**config.mk**
```make
export PLATFORM = sky130hd
export DESIGN_NAME = steer_offset_rls_estimator_unit
export DESIGN_NICKNAME = d
export VERILOG_FILES = /design/src/hw/rtl/sorls_pkg.sv /design/src/hw/rtl/steer_offset_rls_estimator_unit.sv /design/src/hw/rtl/sorls_mul.sv /design/src/hw/rtl/sorls_div.sv
export SDC_FILE = /design/constraint.sdc
export NUM_CORES = 2
export LEC_CHECK = 0
export ABC_AREA = 1
export CAP_MARGIN = 20
export CORE_ASPECT_RATIO = 1.2
export CORE_UTILIZATION = 55
export DETAILED_ROUTE_END_ITERATION = 12
export DONT_BUFFER_PORTS = 1
export GPL_TIMING_DRIVEN = 0
export PLACE_DENSITY_LB_ADDON = 0.2
export REMOVE_ABC_BUFFERS = 1
export SYNTH_ARGS = -nofsm -noshare
export SYNTH_HDL_FRONTEND = slang
export SYNTH_SLANG_ARGS = --single-unit
```
**constraint.sdc**
```tcl
create_clock -name clk_i -period 11.8 [get_ports clk_i]
set_clock_uncertainty 0.1 [all_clocks]
set_input_delay 0.59 -clock clk_i [delete_from_list [all_inputs] [get_ports clk_i]]
set_output_delay 0.59 -clock clk_i [all_outputs]
set_load 0.02 [all_outputs]
```
**src/hw/rtl/sorls_pkg.sv**
```systemverilog
// Shared types, widths, reset values and helper functions of the steer offset estimator.
// Used by sorls_mul, sorls_div and steer_offset_rls_estimator_unit; depends on nothing.
package sorls_pkg;

  localparam int FRAC_BITS = 16;
  localparam int MAG_W     = 31;
  localparam int DATA_W    = 32;

  localparam int MUL_B_W   = DATA_W;
  localparam int MUL_A_W   = 2 * MAG_W - FRAC_BITS;
  localparam int PROD_W    = MUL_A_W + MUL_B_W;
  localparam int MUL_CNT_W = $clog2(MUL_B_W + 1);

  localparam int DIV_N_W   = 2 * MAG_W;
  localparam int DIV_D_W   = 2 * MAG_W + 1 - FRAC_BITS;
  localparam int DIV_CNT_W = $clog2(DIV_N_W + 1);

  localparam int WIDE_W    = PROD_W - FRAC_BITS + 2;
  localparam int LAM_W     = 17;
  localparam int CFG_IDX_W = 3;

  localparam int S_TDATA_W = 3 * DATA_W;
  localparam int M_FIELD_W = DATA_W + MAG_W + DATA_W + 2;
  localparam int M_TDATA_W = ((M_FIELD_W + 7) / 8) * 8;

  localparam logic [PROD_W-1:0] T_CAP    = PROD_W'(1) << (2 * MAG_W);
  localparam logic [MAG_W-1:0]  PREP_LIM = MAG_W'((1 << FRAC_BITS) / 1000);
  localparam logic [MAG_W-1:0]  U31_MAX  = {MAG_W{1'b1}};

  localparam logic [MAG_W-1:0]  WHEEL_BASE_RST = 31'd182845;
  localparam logic [LAM_W-1:0]  FORGET_RST     = 17'd65470;
  localparam logic [MAG_W-1:0]  MIN_SPEED_RST  = 31'd327680;
  localparam logic [MAG_W-1:0]  MAX_STEER_RST  = 31'd3277;
  localparam logic [MAG_W-1:0]  INIT_COV_RST   = 31'd65536000;
  localparam logic [DATA_W-1:0] INIT_OFS_RST   = 32'd0;
  localparam logic [MAG_W-1:0]  WARN_LIM_RST   = 31'd572;

  typedef enum logic [CFG_IDX_W-1:0] {
    CFG_WHEEL_BASE,
    CFG_FORGETTING_FACTOR,
    CFG_MIN_VALID_SPEED,
    CFG_MAX_VALID_STEER,
    CFG_INITIAL_COVARIANCE,
    CFG_INITIAL_OFFSET,
    CFG_WARN_OFFSET_LIMIT
  } cfg_e;

  typedef enum logic [1:0] {
    DIAG_PREPARING,
    DIAG_WARN,
    DIAG_OK
  } diag_e;

  typedef enum logic [3:0] {
    ST_IDLE,
    ST_PHI,
    ST_PHI2,
    ST_T,
    ST_PNEW,
    ST_PK,
    ST_KM,
    ST_E,
    ST_OFS,
    ST_DONE
  } state_e;

  function automatic logic [DATA_W-1:0] mag32(input logic [DATA_W-1:0] v);
    return v[DATA_W-1] ? (~v + DATA_W'(1)) : v;
  endfunction

  function automatic logic [WIDE_W-1:0] sext32(input logic [DATA_W-1:0] v);
    return {{(WIDE_W - DATA_W){v[DATA_W-1]}}, v};
  endfunction

  function automatic logic [DATA_W-1:0] sat32(input logic [WIDE_W-1:0] v);
    if (!v[WIDE_W-1] && (|v[WIDE_W-2:DATA_W-1])) begin
      return {1'b0, {(DATA_W-1){1'b1}}};
    end else if (v[WIDE_W-1] && !(&v[WIDE_W-2:DATA_W-1])) begin
      return {1'b1, {(DATA_W-1){1'b0}}};
    end else begin
      return v[DATA_W-1:0];
    end
  endfunction

  function automatic logic [MAG_W-1:0] sat31(input logic [DIV_N_W-1:0] v);
    return (|v[DIV_N_W-1:MAG_W]) ? U31_MAX : v[MAG_W-1:0];
  endfunction

endpackage

```
**src/hw/rtl/steer_offset_rls_estimator_unit.sv**
```systemverilog
// Steer offset estimator top level: scalar recursive least squares with forgetting.
// Depends on sorls_pkg, sorls_mul and sorls_div.
//
// One item in, one result out. An item that triggers an update runs a sequence of
// three divisions on the bit-serial divider and five multiplications on the
// bit-serial multiplier, one after the other; an item without an update goes
// straight to the output stage. The
// input is taken only while the sequencer is idle; the result sits in an output
// register until taken and a new item is not accepted before it has been loaded.
// Covariance, offset and configuration reset to their documented values; writing
// initial_covariance also reloads the covariance at once.
module steer_offset_rls_estimator_unit (
  input  logic                              clk_i,
  input  logic                              rst_ni,
  input  logic                              cfg_we_i,
  input  logic [sorls_pkg::CFG_IDX_W-1:0]   cfg_idx_i,
  input  logic [sorls_pkg::DATA_W-1:0]      cfg_data_i,
  input  logic                              s_axis_tvalid,
  output logic                              s_axis_tready,
  // speed [31:0], yaw_rate [63:32], steer_angle [95:64]
  input  logic [sorls_pkg::S_TDATA_W-1:0]   s_axis_tdata,
  // motion_valid [0]
  input  logic [0:0]                        s_axis_tuser,
  output logic                              m_axis_tvalid,
  input  logic                              m_axis_tready,
  // offset_estimate [31:0], covariance_out [62:32], offset_error [94:63],
  // diag_status [96:95], zero fill [103:97]
  output logic [sorls_pkg::M_TDATA_W-1:0]   m_axis_tdata,
  // updated [0]
  output logic [0:0]                        m_axis_tuser
);

  localparam int F  = sorls_pkg::FRAC_BITS;
  localparam int DW = sorls_pkg::DATA_W;
  localparam int MW = sorls_pkg::MAG_W;

  sorls_pkg::state_e state_q, state_d;

  logic [MW-1:0]               wb_q, minv_q, maxs_q, icov_q, warn_q;
  logic [sorls_pkg::LAM_W-1:0] ff_q;
  logic [DW-1:0]               iofs_q;
  logic [MW-1:0]               cov_q;
  logic [DW-1:0]               ofs_q;

  logic                         neg_q, upd_q, sneg_q, eneg_q;
  logic [DW-1:0]                yaw_q, steer_q;
  logic [MW-1:0]                phim_q, pnew_q, km_q;
  logic [sorls_pkg::DIV_D_W-1:0] d_q;

  logic                    m_valid_q, m_upd_q;
  logic [DW-1:0]           out_ofs_q, out_err_q;
  logic [MW-1:0]           out_cov_q;
  sorls_pkg::diag_e        out_diag_q;

  logic                          mul_start, mul_done;
  logic [sorls_pkg::MUL_A_W-1:0] mul_a;
  logic [sorls_pkg::MUL_B_W-1:0] mul_b;
  logic [sorls_pkg::PROD_W-1:0]  mul_prod;
  logic                          div_start, div_done;
  logic [sorls_pkg::DIV_N_W-1:0] div_num, div_quot;
  logic [sorls_pkg::DIV_D_W-1:0] div_den;

  logic                 accept, upd_in;
  logic [DW-1:0]        in_spd, in_yaw, in_steer, in_spd_mag;
  logic [MW-1:0]        quot_sat;
  logic [sorls_pkg::LAM_W-1:0]   lam;
  logic [sorls_pkg::PROD_W-1:0]  t_cap;
  logic [sorls_pkg::DIV_D_W-1:0] d_new;
  logic                 m_neg;
  logic [sorls_pkg::WIDE_W-1:0] m_mag, m_sgn;
  logic [DW-1:0]        s_val, e_val, ofs_new, err_val;
  sorls_pkg::diag_e     diag;

  logic ld_in, ld_phim, ld_d, ld_pnew, ld_km, ld_s, ld_e, commit, ld_out;

  sorls_mul u_mul (
    .clk_i   (clk_i),
    .rst_ni  (rst_ni),
    .start_i (mul_start),
    .a_i     (mul_a),
    .b_i     (mul_b),
    .done_o  (mul_done),
    .prod_o  (mul_prod)
  );

  sorls_div u_div (
    .clk_i   (clk_i),
    .rst_ni  (rst_ni),
    .start_i (div_start),
    .num_i   (div_num),
    .den_i   (div_den),
    .done_o  (div_done),
    .quot_o  (div_quot)
  );

  assign in_spd     = s_axis_tdata[DW-1:0];
  assign in_yaw     = s_axis_tdata[2*DW-1:DW];
  assign in_steer   = s_axis_tdata[3*DW-1:2*DW];
  assign in_spd_mag = sorls_pkg::mag32(in_spd);

  assign s_axis_tready = (state_q == sorls_pkg::ST_IDLE);
  assign accept        = s_axis_tvalid && s_axis_tready;
  assign upd_in        = s_axis_tuser[0]
                      && (in_spd_mag >= {1'b0, minv_q})
                      && (sorls_pkg::mag32(in_steer) <= {1'b0, maxs_q})
                      && (wb_q != '0);

  assign quot_sat = sorls_pkg::sat31(div_quot);
  assign lam      = (ff_q == '0) ? sorls_pkg::LAM_W'(1) : ff_q;
  assign t_cap    = (mul_prod > sorls_pkg::T_CAP) ? sorls_pkg::T_CAP : mul_prod;
  assign d_new    = sorls_pkg::DIV_D_W'(lam)
                  + sorls_pkg::DIV_D_W'(t_cap >> F);

  assign m_neg   = (state_q == sorls_pkg::ST_E) ? (neg_q ^ sneg_q) : (neg_q ^ eneg_q);
  assign m_mag   = sorls_pkg::WIDE_W'(mul_prod >> F);
  assign m_sgn   = m_neg ? (~m_mag + sorls_pkg::WIDE_W'(1)) : m_mag;
  assign s_val   = sorls_pkg::sat32(sorls_pkg::sext32(steer_q) + sorls_pkg::sext32(ofs_q));
  assign e_val   = sorls_pkg::sat32(sorls_pkg::sext32(yaw_q) - m_sgn);
  assign ofs_new = sorls_pkg::sat32(sorls_pkg::sext32(ofs_q) + m_sgn);
  assign err_val = sorls_pkg::sat32(sorls_pkg::sext32(ofs_q) - sorls_pkg::sext32(iofs_q));

  always_comb begin
    if (cov_q > sorls_pkg::PREP_LIM) begin
      diag = sorls_pkg::DIAG_PREPARING;
    end else if (sorls_pkg::mag32(ofs_q) > {1'b0, warn_q}) begin
      diag = sorls_pkg::DIAG_WARN;
    end else begin
      diag = sorls_pkg::DIAG_OK;
    end
  end

  always_comb begin
    state_d   = state_q;
    mul_start = 1'b0;
    mul_a     = '0;
    mul_b     = '0;
    div_start = 1'b0;
    div_num   = '0;
    div_den   = '0;
    ld_in     = 1'b0;
    ld_phim   = 1'b0;
    ld_d      = 1'b0;
    ld_pnew   = 1'b0;
    ld_km     = 1'b0;
    ld_s      = 1'b0;
    ld_e      = 1'b0;
    commit    = 1'b0;
    ld_out    = 1'b0;
    case (state_q)
      sorls_pkg::ST_IDLE: begin
        if (accept) begin
          ld_in = 1'b1;
          if (upd_in) begin
            div_start = 1'b1;
            div_num   = sorls_pkg::DIV_N_W'({in_spd_mag, {F{1'b0}}});
            div_den   = sorls_pkg::DIV_D_W'(wb_q);
            state_d   = sorls_pkg::ST_PHI;
          end else begin
            state_d = sorls_pkg::ST_DONE;
          end
        end
      end
      sorls_pkg::ST_PHI: begin
        if (div_done) begin
          ld_phim   = 1'b1;
          mul_start = 1'b1;
          mul_a     = sorls_pkg::MUL_A_W'(quot_sat);
          mul_b     = sorls_pkg::MUL_B_W'(quot_sat);
          state_d   = sorls_pkg::ST_PHI2;
        end
      end
      sorls_pkg::ST_PHI2: begin
        if (mul_done) begin
          mul_start = 1'b1;
          mul_a     = sorls_pkg::MUL_A_W'(mul_prod >> F);
          mul_b     = sorls_pkg::MUL_B_W'(cov_q);
          state_d   = sorls_pkg::ST_T;
        end
      end
      sorls_pkg::ST_T: begin
        if (mul_done) begin
          ld_d      = 1'b1;
          div_start = 1'b1;
          div_num   = sorls_pkg::DIV_N_W'({cov_q, {F{1'b0}}});
          div_den   = d_new;
          state_d   = sorls_pkg::ST_PNEW;
        end
      end
      sorls_pkg::ST_PNEW: begin
        if (div_done) begin
          ld_pnew   = 1'b1;
          mul_start = 1'b1;
          mul_a     = sorls_pkg::MUL_A_W'(cov_q);
          mul_b     = sorls_pkg::MUL_B_W'(phim_q);
          state_d   = sorls_pkg::ST_PK;
        end
      end
      sorls_pkg::ST_PK: begin
        if (mul_done) begin
          div_start = 1'b1;
          div_num   = mul_prod[sorls_pkg::DIV_N_W-1:0];
          div_den   = d_q;
          state_d   = sorls_pkg::ST_KM;
        end
      end
      sorls_pkg::ST_KM: begin
        if (div_done) begin
          ld_km     = 1'b1;
          ld_s      = 1'b1;
          mul_start = 1'b1;
          mul_a     = sorls_pkg::MUL_A_W'(phim_q);
          mul_b     = sorls_pkg::mag32(s_val);
          state_d   = sorls_pkg::ST_E;
        end
      end
      sorls_pkg::ST_E: begin
        if (mul_done) begin
          ld_e      = 1'b1;
          mul_start = 1'b1;
          mul_a     = sorls_pkg::MUL_A_W'(km_q);
          mul_b     = sorls_pkg::mag32(e_val);
          state_d   = sorls_pkg::ST_OFS;
        end
      end
      sorls_pkg::ST_OFS: begin
        if (mul_done) begin
          commit  = 1'b1;
          state_d = sorls_pkg::ST_DONE;
        end
      end
      sorls_pkg::ST_DONE: begin
        if (!m_valid_q || m_axis_tready) begin
          ld_out  = 1'b1;
          state_d = sorls_pkg::ST_IDLE;
        end
      end
      default: begin
        state_d = sorls_pkg::ST_IDLE;
      end
    endcase
  end

  always_ff @(posedge clk_i or negedge rst_ni) begin
    if (!rst_ni) begin
      state_q   <= sorls_pkg::ST_IDLE;
      m_valid_q <= 1'b0;
    end else begin
      state_q <= state_d;
      if (ld_out) begin
        m_valid_q <= 1'b1;
      end else if (m_axis_tready) begin
        m_valid_q <= 1'b0;
      end
    end
  end

  always_ff @(posedge clk_i or negedge rst_ni) begin
    if (!rst_ni) begin
      wb_q   <= sorls_pkg::WHEEL_BASE_RST;
      ff_q   <= sorls_pkg::FORGET_RST;
      minv_q <= sorls_pkg::MIN_SPEED_RST;
      maxs_q <= sorls_pkg::MAX_STEER_RST;
      icov_q <= sorls_pkg::INIT_COV_RST;
      iofs_q <= sorls_pkg::INIT_OFS_RST;
      warn_q <= sorls_pkg::WARN_LIM_RST;
      cov_q  <= sorls_pkg::INIT_COV_RST;
      ofs_q  <= '0;
    end else begin
      if (cfg_we_i) begin
        case (cfg_idx_i)
          sorls_pkg::CFG_WHEEL_BASE:        wb_q   <= cfg_data_i[MW-1:0];
          sorls_pkg::CFG_FORGETTING_FACTOR: ff_q   <= cfg_data_i[sorls_pkg::LAM_W-1:0];
          sorls_pkg::CFG_MIN_VALID_SPEED:   minv_q <= cfg_data_i[MW-1:0];
          sorls_pkg::CFG_MAX_VALID_STEER:   maxs_q <= cfg_data_i[MW-1:0];
          sorls_pkg::CFG_INITIAL_OFFSET:    iofs_q <= cfg_data_i;
          sorls_pkg::CFG_WARN_OFFSET_LIMIT: warn_q <= cfg_data_i[MW-1:0];
          sorls_pkg::CFG_INITIAL_COVARIANCE: begin
            icov_q <= cfg_data_i[MW-1:0];
          end
          default: begin
          end
        endcase
      end
      if (cfg_we_i && (cfg_idx_i == sorls_pkg::CFG_INITIAL_COVARIANCE)) begin
        cov_q <= cfg_data_i[MW-1:0];
      end else if (commit) begin
        cov_q <= pnew_q;
      end
      if (commit) begin
        ofs_q <= ofs_new;
      end
    end
  end

  always_ff @(posedge clk_i) begin
    if (ld_in) begin
      neg_q   <= in_spd[DW-1];
      upd_q   <= upd_in;
      yaw_q   <= in_yaw;
      steer_q <= in_steer;
    end
    if (ld_phim) begin
      phim_q <= quot_sat;
    end
    if (ld_d) begin
      d_q <= d_new;
    end
    if (ld_pnew) begin
      pnew_q <= quot_sat;
    end
    if (ld_km) begin
      km_q <= quot_sat;
    end
    if (ld_s) begin
      sneg_q <= s_val[DW-1];
    end
    if (ld_e) begin
      eneg_q <= e_val[DW-1];
    end
    if (ld_out) begin
      m_upd_q    <= upd_q;
      out_ofs_q  <= ofs_q;
      out_cov_q  <= cov_q;
      out_err_q  <= err_val;
      out_diag_q <= diag;
    end
  end

  assign m_axis_tvalid = m_valid_q;
  assign m_axis_tuser  = m_upd_q;
  assign m_axis_tdata  = sorls_pkg::M_TDATA_W'({out_diag_q, out_err_q, out_cov_q, out_ofs_q});

  // icov_q holds the register value; the live covariance is loaded alongside it
  logic unused_icov;
  assign unused_icov = ^icov_q;

endmodule

```
**src/hw/rtl/sorls_mul.sv**
```systemverilog
// Bit-serial unsigned shift-add multiplier, one multiplier bit per cycle.
// Depends on sorls_pkg for operand and product widths.
module sorls_mul (
  input  logic                            clk_i,
  input  logic                            rst_ni,
  input  logic                            start_i,
  input  logic [sorls_pkg::MUL_A_W-1:0]   a_i,
  input  logic [sorls_pkg::MUL_B_W-1:0]   b_i,
  output logic                            done_o,
  output logic [sorls_pkg::PROD_W-1:0]    prod_o
);

  logic                            busy_q, busy_d;
  logic                            done_q, done_d;
  logic [sorls_pkg::MUL_CNT_W-1:0] cnt_q, cnt_d;
  logic [sorls_pkg::PROD_W-1:0]    prod_q, prod_d;
  logic [sorls_pkg::MUL_A_W-1:0]   a_q, a_d;
  logic [sorls_pkg::MUL_A_W:0]     sum;

  always_comb begin
    busy_d = busy_q;
    done_d = 1'b0;
    cnt_d  = cnt_q;
    prod_d = prod_q;
    a_d    = a_q;
    sum    = {1'b0, prod_q[sorls_pkg::PROD_W-1:sorls_pkg::MUL_B_W]}
           + {1'b0, (prod_q[0] ? a_q : '0)};
    if (start_i) begin
      busy_d = 1'b1;
      cnt_d  = sorls_pkg::MUL_CNT_W'(sorls_pkg::MUL_B_W);
      prod_d = sorls_pkg::PROD_W'(b_i);
      a_d    = a_i;
    end else if (busy_q) begin
      prod_d = {sum, prod_q[sorls_pkg::MUL_B_W-1:1]};
      cnt_d  = cnt_q - sorls_pkg::MUL_CNT_W'(1);
      if (cnt_q == sorls_pkg::MUL_CNT_W'(1)) begin
        busy_d = 1'b0;
        done_d = 1'b1;
      end
    end
  end

  always_ff @(posedge clk_i or negedge rst_ni) begin
    if (!rst_ni) begin
      busy_q <= 1'b0;
      done_q <= 1'b0;
      cnt_q  <= '0;
    end else begin
      busy_q <= busy_d;
      done_q <= done_d;
      cnt_q  <= cnt_d;
    end
  end

  always_ff @(posedge clk_i) begin
    prod_q <= prod_d;
    a_q    <= a_d;
  end

  assign done_o = done_q;
  assign prod_o = prod_q;

endmodule

```
**src/hw/rtl/sorls_div.sv**
```systemverilog
// Bit-serial restoring divider, one quotient bit per cycle.
// Depends on sorls_pkg for dividend and divisor widths.
module sorls_div (
  input  logic                            clk_i,
  input  logic                            rst_ni,
  input  logic                            start_i,
  input  logic [sorls_pkg::DIV_N_W-1:0]   num_i,
  input  logic [sorls_pkg::DIV_D_W-1:0]   den_i,
  output logic                            done_o,
  output logic [sorls_pkg::DIV_N_W-1:0]   quot_o
);

  logic                            busy_q, busy_d;
  logic                            done_q, done_d;
  logic [sorls_pkg::DIV_CNT_W-1:0] cnt_q, cnt_d;
  logic [sorls_pkg::DIV_N_W-1:0]   num_q, num_d;
  logic [sorls_pkg::DIV_D_W-1:0]   rem_q, rem_d;
  logic [sorls_pkg::DIV_D_W-1:0]   den_q, den_d;
  logic [sorls_pkg::DIV_D_W:0]     trial;
  logic [sorls_pkg::DIV_D_W:0]     diff;
  logic                            ge;

  always_comb begin
    busy_d = busy_q;
    done_d = 1'b0;
    cnt_d  = cnt_q;
    num_d  = num_q;
    rem_d  = rem_q;
    den_d  = den_q;
    trial  = {rem_q, num_q[sorls_pkg::DIV_N_W-1]};
    diff   = trial - {1'b0, den_q};
    ge     = (trial >= {1'b0, den_q});
    if (start_i) begin
      busy_d = 1'b1;
      cnt_d  = sorls_pkg::DIV_CNT_W'(sorls_pkg::DIV_N_W);
      num_d  = num_i;
      rem_d  = '0;
      den_d  = den_i;
    end else if (busy_q) begin
      rem_d = ge ? diff[sorls_pkg::DIV_D_W-1:0] : trial[sorls_pkg::DIV_D_W-1:0];
      num_d = {num_q[sorls_pkg::DIV_N_W-2:0], ge};
      cnt_d = cnt_q - sorls_pkg::DIV_CNT_W'(1);
      if (cnt_q == sorls_pkg::DIV_CNT_W'(1)) begin
        busy_d = 1'b0;
        done_d = 1'b1;
      end
    end
  end

  always_ff @(posedge clk_i or negedge rst_ni) begin
    if (!rst_ni) begin
      busy_q <= 1'b0;
      done_q <= 1'b0;
      cnt_q  <= '0;
    end else begin
      busy_q <= busy_d;
      done_q <= done_d;
      cnt_q  <= cnt_d;
    end
  end

  always_ff @(posedge clk_i) begin
    num_q <= num_d;
    rem_q <= rem_d;
    den_q <= den_d;
  end

  assign done_o = done_q;
  assign quot_o = num_q;

endmodule

```
# == Word-level counts from Yosys, hierarchy flattened ==
# Index checks and enable logic that the tools add are counted.
# classes
add_sub_neg,15
order_cmp,6
n_eq_ne,27
muxes,94
n_bitwise,8
reduce_logical,50
# ops
op,count
2-to-1 mux 32 bit,16
2-to-1 mux 31 bit,12
case mux 46 bit (5 select lines),1
2-to-1 mux 47 bit,4
2-to-1 mux 62 bit,3
case mux 62 bit (3 select lines),1
"adder 32 x 1 -> 32 bit, second input constant",5
inverter 32 bit,5
case mux 32 bit (5 select lines),1
case mux 47 bit (3 select lines),1
AND reduction 32 bit,4
OR reduction 32 bit,4
2-to-1 mux 48 bit,2
2-to-1 mux 46 bit,2
"greater-than comparator 78 x 63 -> 1 bit, second input constant",1
"adder 64 x 1 -> 64 bit, second input constant",1
adder 64 bit,1
2-to-1 mux 64 bit,1
inverter 62 -> 64 bit,1
subtractor 64 bit,1
2-to-1 mux 63 bit,1
greater-or-equal comparator 48 x 47 -> 1 bit,1
adder 17 x 47 -> 47 bit,1
adder 46 x 46 -> 47 bit,1
39 further kinds,129
# totals
reg_bits,843
inputBits,137
wordCells,237

# == Longest topological paths before layout ==
# logic_depth
word_depth,15
depth_mapped,54
mapped_depth_nobuf,52

# == Hierarchy ==
# A second synthesis with hierarchy kept.
# hier_totals
hier_cells,9813
hier_area_um2,66746.5
# modules_own_cells
module,n_inst,cells_per_inst,area_per_inst_um2,seq_area_each_um2
steer_offset_rls_estimator_unit,1,6931,47332.9,15274.6
sorls_div,1,1570,10571.4,4414.2
sorls_mul,1,1312,8842.2,3463.3

# == Worst setup path before layout ==
# No wires, ideal clock.
# synth_timing
path_type,reg2reg
startpoint,reg u_mul.prod_q (netlist bit u_mul.prod_o[16])
endpoint,"reg u_mul.prod_q (netlist bit u_mul.prod_o[8]), data pin"
setup_ps,263
t_arrival_ps,5847
t_required_ps,11437
setup_slack_ps,5590
path_stages_with_launch,47
path_buffers,3
path_cell_list,edfxtp_1 > inv_1 > ha_1 > nand4_1 > nor3_1 > nand2_1 > nor2_1 > inv_2 > nor2_1 > nand4_1 > nor2_1 > nand4_1 > nor4_2 > inv_1 > nor2_2 > inv_2 > nor2_1 > nand2_1 > (+11 left out) > o21ai_0 > nand2_1 > nand2_4 > inv_4 > nand2_4 > buf_4 > buf_2 > buf_4 > nand2_1 > inv_1 > ha_1 > nand3_1 > nor2_4 > nor2_1 > a21oi_1 > nand3_1 > o211ai_1 > nand3b_1
# synth_between
elab_chain_cells,15
word_cells_on_any_way,18
# synth_lines
element,line_no,rtl
start: declaration,sorls_mul.sv:16,"logic [sorls_pkg::PROD_W-1:0] prod_q, prod_d;"
start signal: assignment,sorls_mul.sv:56,prod_q <= prod_d;
inverter 62 -> 64 bit,steer_offset_rls_estimator_unit.sv:116,assign m_sgn = m_neg ? (~m_mag + sorls_pkg::WIDE_W'(1)) : m_mag;
adder 64 x 1 -> 64 bit,steer_offset_rls_estimator_unit.sv:116,
2-to-1 mux 64 bit *,steer_offset_rls_estimator_unit.sv:116,
subtractor 64 bit *,steer_offset_rls_estimator_unit.sv:118,assign e_val = sorls_pkg::sat32(sorls_pkg::sext32(yaw_q) - m_sgn);
AND reduction 32 bit,sorls_pkg.sv:78,end else if (v[WIDE_W-1] && !(&v[WIDE_W-2:DATA_W-1])) begin
zero test 1 bit,sorls_pkg.sv:78,
logical AND 1 bit,sorls_pkg.sv:78,
2-to-1 mux 32 bit,sorls_pkg.sv:78,
2-to-1 mux 32 bit *,sorls_pkg.sv:76,if (!v[WIDE_W-1] && (|v[WIDE_W-2:DATA_W-1])) begin
inverter 32 bit,sorls_pkg.sv:68,return v[DATA_W-1] ? (~v + DATA_W'(1)) : v;
adder 32 x 1 -> 32 bit,sorls_pkg.sv:68,
2-to-1 mux 32 bit *,sorls_pkg.sv:68,
2-to-1 mux 32 bit *,steer_offset_rls_estimator_unit.sv:217,if (mul_done) begin
case mux 32 bit (5 select lines) *,steer_offset_rls_estimator_unit.sv:149,case (state_q)
2-to-1 mux 32 bit *,sorls_mul.sv:28,if (start_i) begin
named net u_mul.prod_d (one bit),sorls_mul.sv:16,
# The timed path passes the listed nets; every way through them passes the cells marked *.
# A chain may end at the register's enable or synchronous reset.

# == Worst setup path in the final report ==
# layout_timing
startpoint,reg u_mul.prod_q (netlist bit u_mul.prod_o[16])
endpoint,"reg u_mul.prod_q (netlist bit u_mul.prod_o[16]), data pin"
# The elaborated chain is that of the path after synthesis.

==> run metrics <==
status finished, final reports clean; largest net degree at the start of global routing 258; Tot GR Track Use 0.402; Antenna Violating Nets Remaining 0; Worst EP arrival around 10,000 ps; Seq/Total Area, Yosys 0.362; Synth Instances 8,896; Area contributors post-synth edfxtp_1, nand2_1, inv_1; Pwr Density 100 mW/mm2; DP HPWL 186,000 um; RSZ-0062 raised after global routing no; Die H roughly 380 um; post-layout min period 9750 ps; final worst setup slack 2050 ps; Final Setup Violations 0; final number of hold-violating endpoints 0; 1st-iter DRT viols 6,914; Chip Width roughly 310 um; worst reg2reg startpoint u_mul.prod_o[16]; post-CTS setup buffer count 0; top cell type's share of synthesized area 0.231; Placer Congestion 1.02; startpoint types flop; top-count cell post-synth nand2_1; FF+latch count, synth around 840; final period utilization 0.826; CTS sink count 843; LEAKAGE 32.7 nW; DR DRC count 0; number of global-route vias before repair 57.8k; initial antenna violation count 23; Slew @ Worst Pin 1220 ps; EDFF count, synth 493; clock slew at reported path FFs 60 ps; maximum VDD drop 0.000128 V; CP endpoint kind flop; crit path kind flop to flop; Num CTS Buffers 89; H-tree lvl count 3; fillers between 10k and 15k; max-slew violation count 0; Layout Nets 9,414; CP max-delay cell edfxtp_1; FMAX 0.103 GHz; cell area after synthesis 0.0640 mm2; area of the multi-input gates about 0.034 mm2; hold crit path type input pin to flop; R2R cell count 42; hold wc startpoint cfg_idx_i[1]; Slew Limit Headroom 0.187; CTS root buffer clkbuf_16; Hold EP maxs_q[4]; die area 0.118 mm2; starting density of the core 0.556; Reg area 0.0232 mm2; max-capacitance violation count 0; largest area contributor in the netlist edfxtp_1; Yosys cell types between 70 and 80; slowest stage delay, CP 630 ps; post-DR vias/cell 5.87; area grow syn2layout 9.29%; layout cells sized above 1 0.0429; Skew-Pair Late Insertion Delay around 750 ps; via count 61.5k; yosys warns 0; average size of a mapped cell a little over 7 um2; ys flop type edfxtp_1; RR Endpoint u_mul.prod_o[16]; ys async rst share 0.305; Pre-antenna DRT Iters 7; IO Port Bufs 0; reg-to-reg slack, setup 2050 ps; CTS tree built; pre-CTS setup slack between 2000 and 2500 ps; maximum buffer depth of the clock tree 3; total core area 0.115 mm2; grt ovf 0; crit-path max FO 48; IO Pins 244; cell mode on critical path nand2_1; global-route wire length before repair between 300,000 and 400,000 um; WP data required 12,140 ps; Rows about 140; most frequent cells after synthesis nand2_1, inv_1, nor2_1, a21oi_1, o21ai_0; Avg WL per Cell 22.9 um; final WL 240,000 um; Setup TNS 0 ps; worst hold stages 2
-- logic make-up after synthesis --
group | synth area share
AND/OR/NAND/NOR | 0.252
buffers and inverters | 0.106
AO/OA/AOI/OAI | 0.142
flip-flops | 0.362
XOR/XNOR | 0.0577
adder cells (fa/ha/maj) | 0.0810
other | 0.0000586
-- worst max path at each step --
| stage | startpoint | end |
|---|---|---|
| finish | u_mul.prod_o[16] | u_mul.prod_o[16] |
| floorplan | u_mul.done_o | u_mul.prod_o[20] |
| CTS | u_mul.prod_o[16] | u_mul.prod_o[16] |
| global route | u_mul.prod_o[16] | u_mul.prod_o[16] |
| detailed placement | u_mul.prod_o[16] | u_mul.prod_o[16] |
| global placement | u_mul.done_o | u_mul.prod_o[20] |
-- metrics by stage --
stage	area (um2)	hold WS, ps	power [mW]	util	instances
final	69900	28.8	7.02	0.608	10500
after global routing	69900	74.7	7.22	0.607	10500
after CTS	69700	13.2	7.01	0.606	10500
after detailed placement	65800	198	3.98	0.572	10200
after global placement	64800	199	3.95	0.564	10200
after floorplan	63000	194	3.79	-	8655
-- routing by layer --
layer	track usage	routed length (um)	vias up
met3	0.0856	23600	643
met5	0	165	-
li1	-	-	29100
met1	0.514	95100	28600
met4	0.252	16400	22
met2	0.620	105000	3127
-- placed cells by master (no fill, tap or decap), drive strengths merged, types with 142 or more instances in the layout --
master,netlist,final
inv,1512,1517
nand3,384,384
nor2,842,842
ha,403,403
a21oi,565,565
edfxtp,493,493
nand2,2275,2275
dfrtp,213,213
xor2,302,302
o21ai,534,534
nand4,142,142
-- power breakdown --
part | internal [mW] | total, mW | switching [mW]
Sequential | 3.25 | 3.33 | 0.0778
Clock | 1.69 | 3.02 | 1.33
Combinational | 0.240 | 0.670 | 0.431
Total | 5.18 | 7.02 | 1.84
-- registers in the layout (all words and copies together), names as in the netlist, 32 cells and up --
signal,count
out_ofs_q,32
u_div.rem_q,47
iofs_q,32
d_q,47
yaw_q,32
u_mul.a_q,46
u_mul.prod_o,78
ofs_q,32
u_div.den_q,47
out_err_q,32
u_div.quot_o,62
steer_q,32
-- repair_timing --
item / in CTS / in global routing
hold buffers: 74 / 0
endpoints found under the hold margin: 328 / 0
endpoints found under the setup margin: 0 / 0
gates resized for setup: 0 / 0
-- layout make-up --
class	instances	area share
Clock inverter	54	0.00930
Tap cell	1518	0.0272
Inverter	1520	0.0817
Clock buffer	114	0.0355
Antenna cell	26	0.000930
Sequential cell	843	0.331
Timing Repair Buffer	121	0.0250
Multi-Input combinational cell	6292	0.489
-- critical path, delay by kind of cell (launching register included) --
kind            cells  cell delay (ps)
compound gates      3              620
flops               1              630
fa+ha+maj           3              800
simple gates       30             5870
buf+inv             5              830
xor+xnor            1              600
No activity file was read; power rests on OpenSTA's default activity.
